===== src/mftd_pkg.sv =====
// Shared types, widths and reset constants for the median fire temperature detector.
// No dependencies; imported by the median selector and the top level.
package mftd_pkg;

  localparam int SAMPLE_W          = 16;
  localparam int NEEDED_W          = 5;
  localparam int CFG_IDX_W         = 2;
  localparam int DEF_MEDIAN_TAPS   = 5;
  localparam int DEF_HISTORY_DEPTH = 30;

  typedef logic signed [SAMPLE_W-1:0] sample_t;
  typedef logic [NEEDED_W-1:0]        needed_t;
  typedef logic [SAMPLE_W-1:0]        limit_t;

  typedef enum logic [CFG_IDX_W-1:0] {
    REG_HIGH_THRESHOLD    = 2'd0,
    REG_HIGH_COUNT_NEEDED = 2'd1,
    REG_RISE_LIMIT        = 2'd2
  } cfg_reg_t;

  localparam sample_t HIGH_THRESHOLD_RST    = 16'sd58;
  localparam needed_t HIGH_COUNT_NEEDED_RST = 5'd27;
  localparam limit_t  RISE_LIMIT_RST        = 16'd8;

endpackage


===== src/mftd_median.sv =====
// Combinational median selector over the raw sample taps (lower middle on even counts).
// Depends on mftd_pkg.
module mftd_median #(
  parameter int TAPS = mftd_pkg::DEF_MEDIAN_TAPS
) (
  input  mftd_pkg::sample_t taps_i [TAPS],
  output mftd_pkg::sample_t median_o
);
  import mftd_pkg::*;

  localparam int            RW  = $clog2(TAPS);
  localparam logic [RW-1:0] MID = RW'((TAPS - 1) / 2);

  logic [RW-1:0] rank [TAPS];

  // rank = position in stable ascending order; ties broken by tap index
  always_comb begin
    for (int i = 0; i < TAPS; i++) begin
      rank[i] = '0;
      for (int j = 0; j < TAPS; j++) begin
        if ((taps_i[j] < taps_i[i]) || ((taps_i[j] == taps_i[i]) && (j < i))) begin
          rank[i] = rank[i] + RW'(1);
        end
      end
    end
  end

  always_comb begin
    median_o = '0;
    for (int i = 0; i < TAPS; i++) begin
      if (rank[i] == MID) begin
        median_o = median_o | taps_i[i];
      end
    end
  end

endmodule


===== src/median_fire_temperature_detector_core.sv =====
// Items pass the input register, then the out_* registers; one item per cycle while in_stall stays low.
// The input register feeds median selection, window shift and alarm check on each step.
// Sync active-low reset clears fills, high count, flags and alarm; config regs take defaults.
// A high_threshold write starts a recount of the high-median count over HISTORY_DEPTH flags,
// during which in_stall is held high and cfg_ready is low.
module median_fire_temperature_detector_core #(
  parameter int MEDIAN_TAPS   = mftd_pkg::DEF_MEDIAN_TAPS,
  parameter int HISTORY_DEPTH = mftd_pkg::DEF_HISTORY_DEPTH
) (
  input  logic                           clk,
  input  logic                           rst_n,
  input  logic                           in_valid,
  output logic                           in_stall,
  input  mftd_pkg::sample_t              in_sample,
  output logic                           out_valid,
  input  logic                           out_stall,
  output mftd_pkg::sample_t              out_median_value,
  output logic                           out_median_valid,
  output logic                           out_alarm,
  input  logic                           cfg_valid,
  output logic                           cfg_ready,
  input  logic [mftd_pkg::CFG_IDX_W-1:0] cfg_index,
  input  logic [mftd_pkg::SAMPLE_W-1:0]  cfg_data
);
  import mftd_pkg::*;

  localparam int RFW    = $clog2(MEDIAN_TAPS + 1);
  localparam int MFW    = $clog2(HISTORY_DEPTH + 1);
  localparam int IDXW   = $clog2(HISTORY_DEPTH);
  localparam int CMPW   = (MFW > NEEDED_W) ? MFW : NEEDED_W;
  localparam int RISE_W = SAMPLE_W + 2;

  // control
  logic                     v0_r;
  logic                     out_v_r;
  logic [RFW-1:0]           raw_fill_r;
  logic [MFW-1:0]           med_fill_r;
  logic [MFW-1:0]           count_r;
  logic [HISTORY_DEPTH-1:0] flags_r;
  logic                     alarm_r;
  sample_t                  thr_r;
  needed_t                  needed_r;
  limit_t                   limit_r;
  logic                     rc_active_r;
  logic [IDXW-1:0]          rc_idx_r;

  // payload
  sample_t                  s_r;
  sample_t                  raw_r  [MEDIAN_TAPS-1];
  sample_t                  mwin_r [HISTORY_DEPTH];
  sample_t                  out_median_value_r;
  logic                     out_median_valid_r;
  logic                     out_alarm_r;

  logic                     advance;
  logic                     in_acc;
  logic                     step;
  logic                     cfg_acc;
  sample_t                  taps [MEDIAN_TAPS];
  sample_t                  med;
  logic                     raw_full;
  logic                     med_full;
  logic                     new_flag;
  logic [MFW-1:0]           cnt_new;
  logic signed [RISE_W-1:0] rise;
  logic                     cnt_hit;
  logic                     rise_hit;
  logic                     alarm_nxt;
  logic [HISTORY_DEPTH-1:0] flags_rc;

  assign advance   = !out_v_r || !out_stall;
  assign in_stall  = (v0_r && !advance) || cfg_valid || rc_active_r;
  assign in_acc    = in_valid && !in_stall;
  assign step      = v0_r && advance;
  assign cfg_ready = !v0_r && !rc_active_r;
  assign cfg_acc   = cfg_valid && cfg_ready;

  always_comb begin
    taps[0] = s_r;
    for (int i = 1; i < MEDIAN_TAPS; i++) begin
      taps[i] = raw_r[i-1];
    end
  end

  mftd_median #(
    .TAPS(MEDIAN_TAPS)
  ) u_median (
    .taps_i  (taps),
    .median_o(med)
  );

  always_comb begin
    raw_full  = raw_fill_r >= RFW'(MEDIAN_TAPS - 1);
    med_full  = med_fill_r >= MFW'(HISTORY_DEPTH - 1);
    new_flag  = med >= thr_r;
    cnt_new   = count_r + MFW'(new_flag) - MFW'(flags_r[HISTORY_DEPTH-1]);
    rise      = RISE_W'(s_r) - RISE_W'(mwin_r[HISTORY_DEPTH-2]);
    cnt_hit   = CMPW'(cnt_new) >= CMPW'(needed_r);
    rise_hit  = rise >= $signed({2'b00, limit_r});
    alarm_nxt = alarm_r || (raw_full && med_full && (cnt_hit || rise_hit));
  end

  // high flags re-evaluated against a newly written threshold
  always_comb begin
    for (int i = 0; i < HISTORY_DEPTH; i++) begin
      flags_rc[i] = (MFW'(i) < med_fill_r) && (mwin_r[i] >= $signed(cfg_data));
    end
  end

  always_ff @(posedge clk) begin
    if (!rst_n) begin
      v0_r        <= 1'b0;
      out_v_r     <= 1'b0;
      raw_fill_r  <= '0;
      med_fill_r  <= '0;
      count_r     <= '0;
      flags_r     <= '0;
      alarm_r     <= 1'b0;
      thr_r       <= HIGH_THRESHOLD_RST;
      needed_r    <= HIGH_COUNT_NEEDED_RST;
      limit_r     <= RISE_LIMIT_RST;
      rc_active_r <= 1'b0;
      rc_idx_r    <= '0;
    end else begin
      if (in_acc) begin
        v0_r <= 1'b1;
      end else if (step) begin
        v0_r <= 1'b0;
      end
      if (advance) begin
        out_v_r <= v0_r;
      end
      if (step) begin
        if (raw_fill_r != RFW'(MEDIAN_TAPS)) begin
          raw_fill_r <= raw_fill_r + RFW'(1);
        end
        if (raw_full) begin
          if (med_fill_r != MFW'(HISTORY_DEPTH)) begin
            med_fill_r <= med_fill_r + MFW'(1);
          end
          flags_r <= {flags_r[HISTORY_DEPTH-2:0], new_flag};
          count_r <= cnt_new;
          alarm_r <= alarm_nxt;
        end
      end
      if (rc_active_r) begin
        count_r <= count_r + MFW'(flags_r[rc_idx_r]);
        if (rc_idx_r == IDXW'(HISTORY_DEPTH - 1)) begin
          rc_active_r <= 1'b0;
        end else begin
          rc_idx_r <= rc_idx_r + IDXW'(1);
        end
      end
      if (cfg_acc) begin
        unique case (cfg_index)
          REG_HIGH_THRESHOLD: begin
            thr_r       <= $signed(cfg_data);
            flags_r     <= flags_rc;
            count_r     <= '0;
            rc_active_r <= 1'b1;
            rc_idx_r    <= '0;
          end
          REG_HIGH_COUNT_NEEDED: needed_r <= cfg_data[NEEDED_W-1:0];
          REG_RISE_LIMIT:        limit_r  <= cfg_data;
          default: ;
        endcase
      end
    end
  end

  always_ff @(posedge clk) begin
    if (in_acc) begin
      s_r <= in_sample;
    end
    if (step) begin
      raw_r[0] <= s_r;
      for (int i = 1; i < MEDIAN_TAPS - 1; i++) begin
        raw_r[i] <= raw_r[i-1];
      end
      if (raw_full) begin
        mwin_r[0] <= med;
        for (int i = 1; i < HISTORY_DEPTH; i++) begin
          mwin_r[i] <= mwin_r[i-1];
        end
      end
      out_median_value_r <= raw_full ? med : '0;
      out_median_valid_r <= raw_full;
      out_alarm_r        <= raw_full ? alarm_nxt : alarm_r;
    end
  end

  assign out_valid        = out_v_r;
  assign out_median_value = out_median_value_r;
  assign out_median_valid = out_median_valid_r;
  assign out_alarm        = out_alarm_r;

  a_alarm_sticky: assert property (@(posedge clk)
    rst_n && $past(rst_n) && $past(alarm_r) |-> alarm_r)
    else $error("alarm latch cleared without reset");

  a_count_le_fill: assert property (@(posedge clk) disable iff (!rst_n)
    count_r <= med_fill_r)
    else $error("high count exceeds held medians");

  a_recount_quiet: assert property (@(posedge clk) disable iff (!rst_n)
    rc_active_r |-> in_stall && !v0_r)
    else $error("item in flight during recount");

  a_median_valid_full: assert property (@(posedge clk) disable iff (!rst_n)
    out_v_r && out_median_valid_r |-> raw_fill_r == RFW'(MEDIAN_TAPS))
    else $error("median reported before raw window full");

endmodule


===== config.mk =====
export PLATFORM = sky130hd
export DESIGN_NAME = median_fire_temperature_detector_core
export DESIGN_NICKNAME = d
export VERILOG_FILES = /design/src/mftd_pkg.sv /design/src/mftd_median.sv /design/src/median_fire_temperature_detector_core.sv
export SDC_FILE = /design/constraint.sdc
export NUM_CORES = 1
export LEC_CHECK = 0
export BUFFER_PORTS_ARGS = -buffer_cell sky130_fd_sc_hd__buf_2
export CAP_MARGIN = 20
export CORE_MARGIN = 3
export CORE_UTILIZATION = 35
export DETAILED_ROUTE_END_ITERATION = 6
export GPL_ROUTABILITY_DRIVEN = 0
export MAX_ROUTING_LAYER = met4
export SKIP_CTS_REPAIR_TIMING = 1
export SLEW_MARGIN = 15
export SYNTH_ARGS = -nofsm -noshare
export SYNTH_HDL_FRONTEND = slang
export SYNTH_HIERARCHICAL = 1
export SYNTH_SLANG_ARGS = --single-unit

===== constraint.sdc =====
create_clock -name clk -period 32.4 [get_ports clk]
set_input_delay 0 -clock clk [delete_from_list [all_inputs] [get_ports clk]]
set_output_delay 0 -clock clk [all_outputs]
set_load 0.01 [all_outputs]

Yosys cells after proc, flatten, opt, wreduce, memory -nomap -nowiden
Memory sizes are Yosys's and may differ from the RTL's. Cells that the tools add are included.

Flip-flop bits (word level): 123. RAM bits: 544. Bits of input ports: 39. Word-level logic and storage cells: 282. Memories kept: 2.

$add $sub $neg: 27. $lt $le $gt $ge: 91. Eq/ne operators: 20. Multiplexer cells: 57. Bitwise operators: 4. Reduce and logical (&&, ||, !) cells: 65.

Memory list: mwin_r (words 30, width 16, read ports 30, clocked after Yosys merged registers in 0, wr ports 30, line median_fire_temperature_detector_core.sv:50) `sample_t mwin_r [HISTORY_DEPTH];`; raw_r (words 4, width 16, read ports 4, clocked after Yosys merged registers in 0, wr ports 4, line median_fire_temperature_detector_core.sv:49) `sample_t raw_r [MEDIAN_TAPS-1];`.

Operators by type and width (count): greater-or-equal comparator 16 bit (31); less-than comparator 16 bit (25); == test 16 bit (10); two-way mux 30 bit (4); two-way mux 16 bit (5); less-than comparator 5 bit (first input constant) (14); bitwise OR 16 bit (4); adder 3 x 1 -> 3 bit (second input constant) (21); two-way mux 3 bit (20); two-way mux 5 bit (9); less-than comparator 4 x 5 -> 1 bit (first input constant) (8); logical AND 1 bit (37); less-than comparator 3 x 5 -> 1 bit (first input constant) (4); two-way mux 1 bit (18); greater-or-equal comparator 17 bit (1); subtractor 16 x 16 -> 17 bit (1); == test 3 x 2 -> 1 bit (second input constant) (5); logical OR 1 bit (15); adder 5 x 1 -> 5 bit (2); adder 5 x 1 -> 5 bit (second input constant) (2); less-than comparator 1 x 5 -> 1 bit (first input constant) (2); less-than comparator 2 x 5 -> 1 bit (first input constant) (2); AND reduction 2 bit (4); logical NOT 1 bit (6); other kinds (14) (14).

Logic depth before layout (Yosys ltp)
Gate-level depths: netlist of the first run.

Depth after elaboration: 28. Depth in mapped cells: 41. Depth with buffers taken out: 41.

Cells and area by module
Netlist of the first run, hierarchy kept.

Modules (own cells, without submodules): median_fire_temperature_detector_core (instances 1, cells an instance 2643, area each 34190.3 um2); mftd_median (instances 1, cells an instance 615, area each 4919.7 um2).

Least setup slack after synthesis of the first run
No wires, ideal clock.

Kind: flip-flop to flip-flop. Start: reg out_v_r (netlist: out_valid). End: reg count_r[1]. Setup time: 128 ps. Arrival time: 17901 ps. Data required time: 32272 ps. Setup slack: 14371 ps. Cell stages (with the launch flop): 8. Cell sequence: dfxtp_1 > a21boi_2 > nand2_2 > clkinv_1 > buf_1 > a211oi_1 > a21oi_1 > nor2_1.

Cells in the longest elaborated chain, start to end: 7.

Ends and longest elaborated chain: start, declared (line median_fire_temperature_detector_core.sv:35) `logic out_v_r;`; start signal, assigned (line median_fire_temperature_detector_core.sv:131) `out_v_r <= v0_r;`; logical NOT 1 bit (*) (line median_fire_temperature_detector_core.sv:71) `assign advance = !out_v_r || !out_stall;`; logical OR 1 bit (*) (line median_fire_temperature_detector_core.sv:71); logical AND 1 bit (*) (line median_fire_temperature_detector_core.sv:74) `assign step = v0_r && advance;`; via step (line median_fire_temperature_detector_core.sv:57) `logic step;`; two-way mux 5 bit (*) (line median_fire_temperature_detector_core.sv:133) `if (step) begin`; two-way mux 5 bit (*) (line median_fire_temperature_detector_core.sv:146) `if (rc_active_r) begin`; two-way mux 5 bit (line median_fire_temperature_detector_core.sv:155) `unique case (cfg_index)`; two-way mux 5 bit (*) (line median_fire_temperature_detector_core.sv:154) `if (cfg_acc) begin`; end signal, assigned (line median_fire_temperature_detector_core.sv:142) `count_r <= cnt_new;`; end signal, assigned (line median_fire_temperature_detector_core.sv:147) `count_r <= count_r + MFW'(flags_r[rc_idx_r]);`; end, declared (line median_fire_temperature_detector_core.sv:38) `logic [MFW-1:0] count_r;`.

The timed path passes the listed nets; every way through them passes the cells marked *. A chain may end at the register's enable or synchronous reset.

==> results of run 1 <==
[metrics by stage]
stage	area, sq um	cells	util	power [mW]	setup WS, ps
2_1_floorplan	39100	3258	-	1.10	14370
3_3_place_gp	41400	4799	0.373	1.17	23840
3_5_place_dp	41400	4799	0.373	1.18	23710
4_1_cts	43800	4941	0.395	2.03	23650
5_1_grt	44200	4980	0.399	2.10	23110
6_report	44200	4980	0.399	2.01	23550
[sequential cells by signal, indices dropped and copies added, names as in the netlist, 3 cells and up]
name / flops
raw_r: 64
mwin_r: 480
s_r: 16
needed_r: 5
out_median_value: 16
rc_idx_r: 5
med_fill_r: 5
flags_r: 30
thr_r: 16
raw_fill_r: 3
count_r: 5
limit_r: 16
[metal layers]
metal | global-route usage | vias to the layer above | share of wire
li1 | - | 13000 | -
met1 | 0.240 | 13100 | 0.47
met2 | 0.275 | 644 | 0.46
met3 | 0.0209 | 149 | 0.045
met4 | 0.0563 | 0 | 0.030
met5 | - | - | 0
[logic make-up (layout without fill, tap and decap cells)]
group,Yosys count,after routing,synth area share
adders and majority gates,724,724,0.232
and+or+nand+nor,777,777,0.104
AOI/OAI and AO/OA,738,738,0.126
DFF,667,667,0.489
buffers and inverters,273,507,0.0269
xor gates and xnor gates,32,32,0.00717
muxes,47,47,0.0152
[critical path: cells and delay by family, from the launching register on]
kind                       cells  cell delay, ps
AOI/OAI and AO/OA             15            4310
xor gates and xnor gates       3             450
adders and majority gates      8            2250
buffers and inverters          5             460
DFF                            1             590
and+or+nand+nor                4             520
[synthesized netlist by cell type, drive strengths merged, types with 8 or more instances]
cell type / number
and2: 42
a31oi: 21
nand2b: 27
o22ai: 25
xnor2: 27
dfxtp: 89
edfxtp: 578
ha: 722
nand4: 102
or4: 10
nor2b: 49
nor4: 29
o21a: 31
o221ai: 23
nor2: 128
mux2i: 34
a21oi: 213
and4: 12
a21o: 68
and3: 19
nor3: 46
inv: 228
a211oi: 31
nand3: 88
mux4: 8
o31ai: 14
o211ai: 44
a21boi: 21
clkbuf: 29
o21ai: 135
buf: 15
nand2: 194
a221o: 19
[layout make-up]
| type | instances | area, sq um |
|---|---|---|
| fillers | 10500 | 66600 |
| clock inverters | 44 | 394 |
| well taps | 1488 | 1860 |
| repair buffers | 136 | 976 |
| flip-flops and latches | 667 | 19100 |
| inverters | 229 | 867 |
| multi-input cells | 2318 | 18900 |
| clock buffers | 98 | 2040 |
[how the worst max path moves through the flow]
stage | start | to | slack [ps] | cells after the start
after detailed placement | s_r[15] | out_alarm | 23710 | 34
after global placement | raw_r[0][14] | out_alarm | 23840 | 37
after CTS | raw_r[1][3] | out_alarm | 23650 | 35
after global routing | s_r[1] | out_alarm | 23110 | 33
after floorplan | out_valid | count_r[1] | 14370 | 7
final | raw_r[1][3] | out_alarm | 23550 | 35
[power by group through the flow]
stage | registers, mW | clock network, mW | logic (mW)
floorplan | 0.953 | 0 | 0.151
global route | 0.938 | 0.906 | 0.254
CTS | 0.938 | 0.870 | 0.221
detailed placement | 0.956 | 0 | 0.219
global placement | 0.956 | 0 | 0.215
finish | 0.938 | 0.851 | 0.226
==> flow_summary.ini, run 1 <==
[outcome]
outcome = finished with violations
violations = hold timing

[hold_path]
min_path_type = in -> reg
hold-path-endpoint = rc_active_r
hold_depth = 5
hold_start = cfg_index[1]

[worst_setup_path]
rr_endpoint = out_alarm
critical-path-max-stage-delay_ps = 750
r2r_start = raw_r[1][3]
cp_slowest_cell = a31oi_2
reg2reg_slack_ps = 23550
cp_max_fo = 16
start_kind = flop
reg2reg_depth = 35
path_class = reg -> reg
crit_path_frequent_cell = ha_1
cp.arrival_ps = 9240
cp.required_ps = 32780
crit_path_end_kind = flop

[sta]
max_clock_freq_mhz = 113
setup_viol = 0
tns_ps = 0
finalCritPeriodShare = 0.273
max_slew_margin = 0.277
skew_ps = 26.1
hold_ws_ps = -9.08
rsz0062_at_grt = no
tightest_slew_ps = 1080
period_needed_ps = 8850
drv_slew = 0
hold_violations = 1

[die]
initial_utilization = 0.353
coreArea_sq_mm = 0.111
die_height_um = 340
rows = 122
die_x_um = 340
num_io_pins = 60
die_area_sq_mm = 0.116

[detailed_routing]
detail-route-antenna-nets = 0
viasPerCell = 5.41
routedWlPerCell_um = 20.2
num_vias = 26900
first_pass_iters = 5
route.detailed.drc = 0
dr.first_iter.drc_count = 2075
wl_um = 101000

[cells_and_area]
layout_common_cells = ha_1, edfxtp_1, inv_1
final_common_cell = ha_1
fin_nets = 4193
drive_gt1_frac = 0.0747
diodes = 0
area_growth_pct = 13.0

[synthesis]
synth_seq_area_share = 0.489
postSynthAreaPerCell_sq_um = 12.0
netlist.top_cell.by_area = edfxtp_1
synth_area_sq_mm = 0.0391
syn_nets = 4021
ys_async_sr_fraction = 0
synth.distinct_cells = 99
synth_area_leaders = edfxtp_1, ha_1, dfxtp_1
synth_top_flop_cell = edfxtp_1
synth_edf_count = 578
syn_inst = 3258
yosysWarnings = 6
yosysTopAreaCellShare = 0.444
synth_seq_cells = 667

[cts]
cts-root-buf = clkbuf_16
htree_num_levels = 3
cts_sinks = 667
path_clk_slew_ps = 60
clockBufferDepth = 3
cts_tree = yes
insertion_delay_ps = 650
cts_buffers = 78

[global_route]
track_usage = 0.176
antenna_found_initial = 0
grt_max_degree = 115
grt-ovfl-total = 0
grt_pass1_vias = 26100
grt_pass1_wl_um = 155000

[pwr]
switchingPower_mw = 0.508
power.density_mw_per_mm2 = 45.6
p_int_mw = 1.51
comb_power_share = 0.112
irDropWorstVdd_mv = 0.0451
p_leak_nw = 17.6
clkPwrFrac = 0.422
swShare = 0.252
seqPwrFrac = 0.466

[placed_design]
dp_hpwl_um = 72400
numPortBuffers = 59

[job]
max_cap_violations = 0
Power figures use the tool's default switching activity.
==> run 2: changes to the inputs <==
==> constraint.sdc (replaced) <==
create_clock -name clk -period 7.4 [get_ports clk]
set_input_delay 0 -clock clk [delete_from_list [all_inputs] [get_ports clk]]
set_output_delay 0 -clock clk [all_outputs]
set_load 0.01 [all_outputs]
==> flow_summary.ini, run 2 (same netlist as run 1, synthesis figures left out) <==
[outcome]
outcome = finished with violations
violations = setup timing

[sta]
period_needed_ps = 7800
drv_slew = 0
max_clock_freq_mhz = 128
hold_violations = 0
max_slew_margin = 0.292
finalCritPeriodShare = 1.05
tns_ps = -768
skew_ps = 45.3
rsz0062_at_grt = yes
fin_ws_ps = -396
setup_viol = 2
tightest_slew_ps = 1060

[worst_setup_path]
cp_top_family = compound AO/OA/AOI/OAI gates
reg2reg_slack_ps = -400
cp.required_ps = 7770
critical-path-max-stage-delay_ps = 520
crit_path_end_kind = flop
cp_slowest_cell = or4_1
cp.arrival_ps = 8170
cp_max_fo = 5
critical_path_buf_inv_count = 7
start_kind = flop
path_class = reg -> reg

[detailed_routing]
detail-route-antenna-nets = 0
first_pass_iters = 6
wl_um = 105000
wl_met3_um = 6070
routedWlPerCell_um = 20.1
dr.max_layer_used = met4
dr.first_iter.drc_count = 1935
wl_met1_um = 49200
viasPerCell = 5.35
num_vias = 28000
route.detailed.drc = 0
dr_wl_met2_um = 46300

[die]
die_area_sq_mm = 0.116
die_height_um = 340
coreArea_sq_mm = 0.111
rows = 122
num_io_pins = 60
die_x_um = 340
initial_utilization = 0.353

[cells_and_area]
largest_register = mwin_r
nFillCells = 10300
multi_input_area_sq_mm = 0.0195
largest_reg_flops = 480
final_common_cell = ha_1
register_area_sq_mm = 0.0191
final_util = 0.423
fin_nets = 4448
largest_registers = mwin_r: 480 flops, raw_r: 64 flops, flags_r: 30 flops
area_growth_pct = 19.9
drive_gt1_frac = 0.157
layout_common_cells = ha_1, edfxtp_1, buf_4

[placed_design]
numPortBuffers = 59
dp_slack_ps = -510
dp_hpwl_um = 75800

[global_route]
grt_pass1_wl_um = 159000
grt_pass1_vias = 27400
grt-ovfl-total = 0
antenna_found_initial = 2
track_usage = 0.182
grt_max_degree = 126

[pwr]
finalPower_mw = 9.23
p_leak_nw = 19.0
irDropWorstVdd_mv = 0.162
power.density_mw_per_mm2 = 197

[cts]
path_clk_slew_ps = 60
htree_num_levels = 3
clockBufferDepth = 3
insertion_delay_ps = 650
cts_buffers = 78
cts_sinks = 667
cts-root-buf = clkbuf_16
cts_tree = yes

[hold_path]
min_path_type = in -> reg

[job]
max_cap_violations = 0
run 2: cell types whose count changed in the layout (fill, tap and decap cells not counted), sizes merged, moves of 2 or more:
| cell | delta |
|---|---|
| clkinv | -11 |
| buf | +252 |
| clkbuf | +13 |
| o221ai | +2 |
run 2: through the flow:
stage / area [sq um] / std cells / hold WS [ps]
finish: 46900 / 5237 / 30.1
global route: 46900 / 5237 / 64.6
CTS: 45900 / 5180 / -516
detailed placement: 43300 / 5037 / 185
global placement: 43300 / 5037 / 183
floorplan: 39200 / 3258 / 98.9
run 2: layout make-up:
cell class / count / share of cell area
inverter: 229 / 0.0185
antenna: 1 / 0.0000534
timing repair buffer: 389 / 0.0641
sequential: 667 / 0.408
multi-input combinational: 2320 / 0.415
clock buffer: 109 / 0.0475
clock inverter: 34 / 0.00683
tap: 1488 / 0.0397
run 2: report_power, final:
part	switching (mW)	leakage (nW)	internal, mW
clock network	1.59	1.24	2.25
logic	0.710	11.8	0.583
registers	0.0184	5.93	4.07
run 2: path summary, 6_finish.rpt:
check,startpoint,endpoint,depth (start not counted)
min,cfg_index[1],needed_r[1],4
max,s_r[12],out_alarm,37
max reg2reg,s_r[12],out_alarm,37
min reg2reg,mwin_r[0][160],mwin_r[0][176],0
run 2: routing by layer:
metal | vias to the layer above | global-route usage
met5 | - | -
met4 | 0 | 0.0579
met3 | 193 | 0.0286
met2 | 750 | 0.275
met1 | 13600 | 0.249
li1 | 13500 | -
run 2: worst reg2reg max path: cells and delay by family, from the launching register on:
kind                       cells  cell delay, ps
AOI/OAI and AO/OA             11            1890
buffers and inverters          7             830
xor gates and xnor gates       2             330
muxes                          1             350
adders and majority gates      8            1870
DFF                            1             510
and+or+nand+nor                8            1740
==> run 3: changes to the inputs <==
--- a/config.mk
+++ b/config.mk
@@ -16,5 +16,4 @@
 export SLEW_MARGIN = 15
 export SYNTH_ARGS = -nofsm -noshare
 export SYNTH_HDL_FRONTEND = slang
-export SYNTH_HIERARCHICAL = 1
 export SYNTH_SLANG_ARGS = --single-unit
==> flow_summary.ini, run 3 <==
[outcome]
outcome = finished with violations
violations = setup timing

[sta]
rsz0062_at_grt = yes
hold_violations = 0
tightest_slew_ps = 1070
period_needed_ps = 7830
max_clock_freq_mhz = 128
drv_slew = 0
tns_ps = -906
fin_ws_ps = -433
finalCritPeriodShare = 1.06
skew_ps = 18.0
setup_viol = 3
max_slew_margin = 0.287

[detailed_routing]
detail-route-antenna-nets = 0
dr.first_iter.drc_count = 1906
route.detailed.drc = 0
viasPerCell = 5.38
num_vias = 28200
first_pass_iters = 5
routedWlPerCell_um = 20.2
wl_um = 106000

[global_route]
grt_pass1_wl_um = 161000
grtUsageMet2 = 0.286
grt_max_degree = 124
grt-ovfl-total = 0
antenna_found_initial = 3
gr-usage-met1 = 0.253
track_usage = 0.184
grtUsageMet3 = 0.0215
busiest_layer = met2
grt_pass1_vias = 27700

[cells_and_area]
layout_common_cells = ha_1, edfxtp_1, buf_4
drive_gt1_frac = 0.165
largest_registers = mwin_r: 480 flops, raw_r: 64 flops, flags_r: 30 flops
diodes = 0
fin_cells = 5239
area_growth_pct = 20.6
largest_register = mwin_r
final_cell_area_sq_mm = 0.0469
fin_nets = 4466
nFillCells = 10200
largest_reg_flops = 480
final_common_cell = ha_1

[worst_setup_path]
start_kind = flop
critical-path-max-stage-delay_ps = 620
cp.arrival_ps = 8210
cp.required_ps = 7780
cp_max_fo = 5
crit_path_frequent_cell = ha_1
path_class = reg -> reg
crit_path_end_kind = flop
cp_slowest_cell = or4_4

[die]
initial_utilization = 0.355
num_io_pins = 60
rows = 121
die_area_sq_mm = 0.115
die_height_um = 339
coreArea_sq_mm = 0.110
die_x_um = 339

[synthesis]
yosysTopAreaCellShare = 0.446
syn_inst = 3226
synth_area_sq_mm = 0.0389
synth-adder-area-share = 0.234
synth_seq_area_share = 0.492
syn_nets = 3991
synth_top_family_by_area = adder cells
synth-compound-area-share = 0.134
synth.most_common_cell = ha_1
ys_async_sr_fraction = 0
synthXorXnorAreaFrac = 0.00630
postSynthAreaPerCell_sq_um = 12.1
synth.distinct_cells = 79
synth_top_flop_cell = edfxtp_1
synth_mux_area_frac = 0.0118
netlist.top_cell.by_area = edfxtp_1
synthTopCellsByCount = ha_1, edfxtp_1, a21oi_1, inv_1, nand2_1
synth_edf_count = 578
synth-simple-area-share = 0.0970
synth_seq_cells = 667
synth_area_leaders = edfxtp_1, ha_1, dfxtp_1
yosysWarnings = 0

[cts]
path_clk_slew_ps = 60
cts_sinks = 667
cts-root-buf = clkbuf_16
htree_num_levels = 3
insertion_delay_ps = 650
cts_tree = yes
cts_buffers = 79
clockBufferDepth = 3

[pwr]
swShare = 0.248
clkPwrFrac = 0.425
switchingPower_mw = 2.31
finalPower_mw = 9.31
comb_power_share = 0.135
seqPwrFrac = 0.440
power.density_mw_per_mm2 = 199
p_leak_nw = 19.5
irDropWorstVdd_mv = 0.184
p_int_mw = 7.00

[placed_design]
placed_area_sq_mm = 0.0433
dp_hpwl_um = 77300
placedCellCount = 5032
numPortBuffers = 59
dp_slack_ps = -682

[job]
max_cap_violations = 0

[hold_path]
min_path_type = in -> reg
## run 3: cell count changes in the layout (fill, tap and decap cells not counted), sizes merged, moves of 16 or more
cell / before / now
o211ai: 44 / 28
nand4: 102 / 131
and2: 42 / 11
o21ai: 135 / 89
o21a: 31 / 90
a21o: 68 / 162
nor3: 46 / 27
a221o: 19 / 3
o221ai: 25 / 7
buf: 350 / 397
nor4: 29 / 7
nor2b: 49 / 71
nand2: 194 / 173
## run 3: path summary, 6_finish.rpt
path / start / to / slack, ps / cells after the start
min: in_sample[8] / s_r[8] / 80 / 2
min reg2reg: mwin_r[0][80] / mwin_r[0][96] / 440 / 0
max reg2reg: s_r[4] / out_alarm / -430 / 38
max: s_r[4] / out_alarm / -430 / 38
## run 3: kinds of logic (layout without fill, tap and decap cells)
group / after synthesis / count (layout)
buffers and inverters: 261 / 798
adder cells (fa/ha/maj): 726 / 726
multiplexers: 34 / 34
AND/OR/NAND/NOR: 731 / 731
AO/OA/AOI/OAI: 779 / 779
flip-flops: 667 / 667
XOR/XNOR: 28 / 28
## run 3: area by class of cell
cell class / instances / area [sq um] / share of cell area
multi-input combinational: 2298 / 19200 / 0.409
sequential: 667 / 19100 / 0.408
timing repair buffer: 439 / 3280 / 0.0699
clock buffer: 98 / 2120 / 0.0452
tap: 1476 / 1850 / 0.0394
inverter: 216 / 818 / 0.0174
clock inverter: 45 / 508 / 0.0108
## run 3: worst max-delay path, delay by kind of cell, from the launching register on
family / cells / cell delay (ps)
compound gates: 15 / 2670
xor+xnor: 1 / 160
fa+ha+maj: 8 / 2130
buf+inv: 6 / 630
flops: 1 / 380
simple gates: 8 / 1590
## run 3: per-stage QoR
step                 util  hold WS, ps
global route        0.428         70.6
global placement    0.395          180
floorplan               -         98.9
finish              0.428         80.4
CTS                 0.419         -510
detailed placement  0.395          182
## run 3: metal layers
metal	routed length, um	share of wire	up-vias
li1	-	-	13400
met1	48900	0.46	13800
met2	48000	0.45	774
met3	5870	0.055	184
met4	3160	0.030	0
met5	0	0	-
## run 3: power by group through the flow
stage	Clock (mW)	Combinational, mW	Sequential (mW)
2_1_floorplan	0	0.640	4.17
3_3_place_gp	0	1.13	4.17
3_5_place_dp	0	1.15	4.17
4_1_cts	4.05	1.16	4.09
5_1_grt	4.20	1.39	4.09
6_report	3.96	1.26	4.09
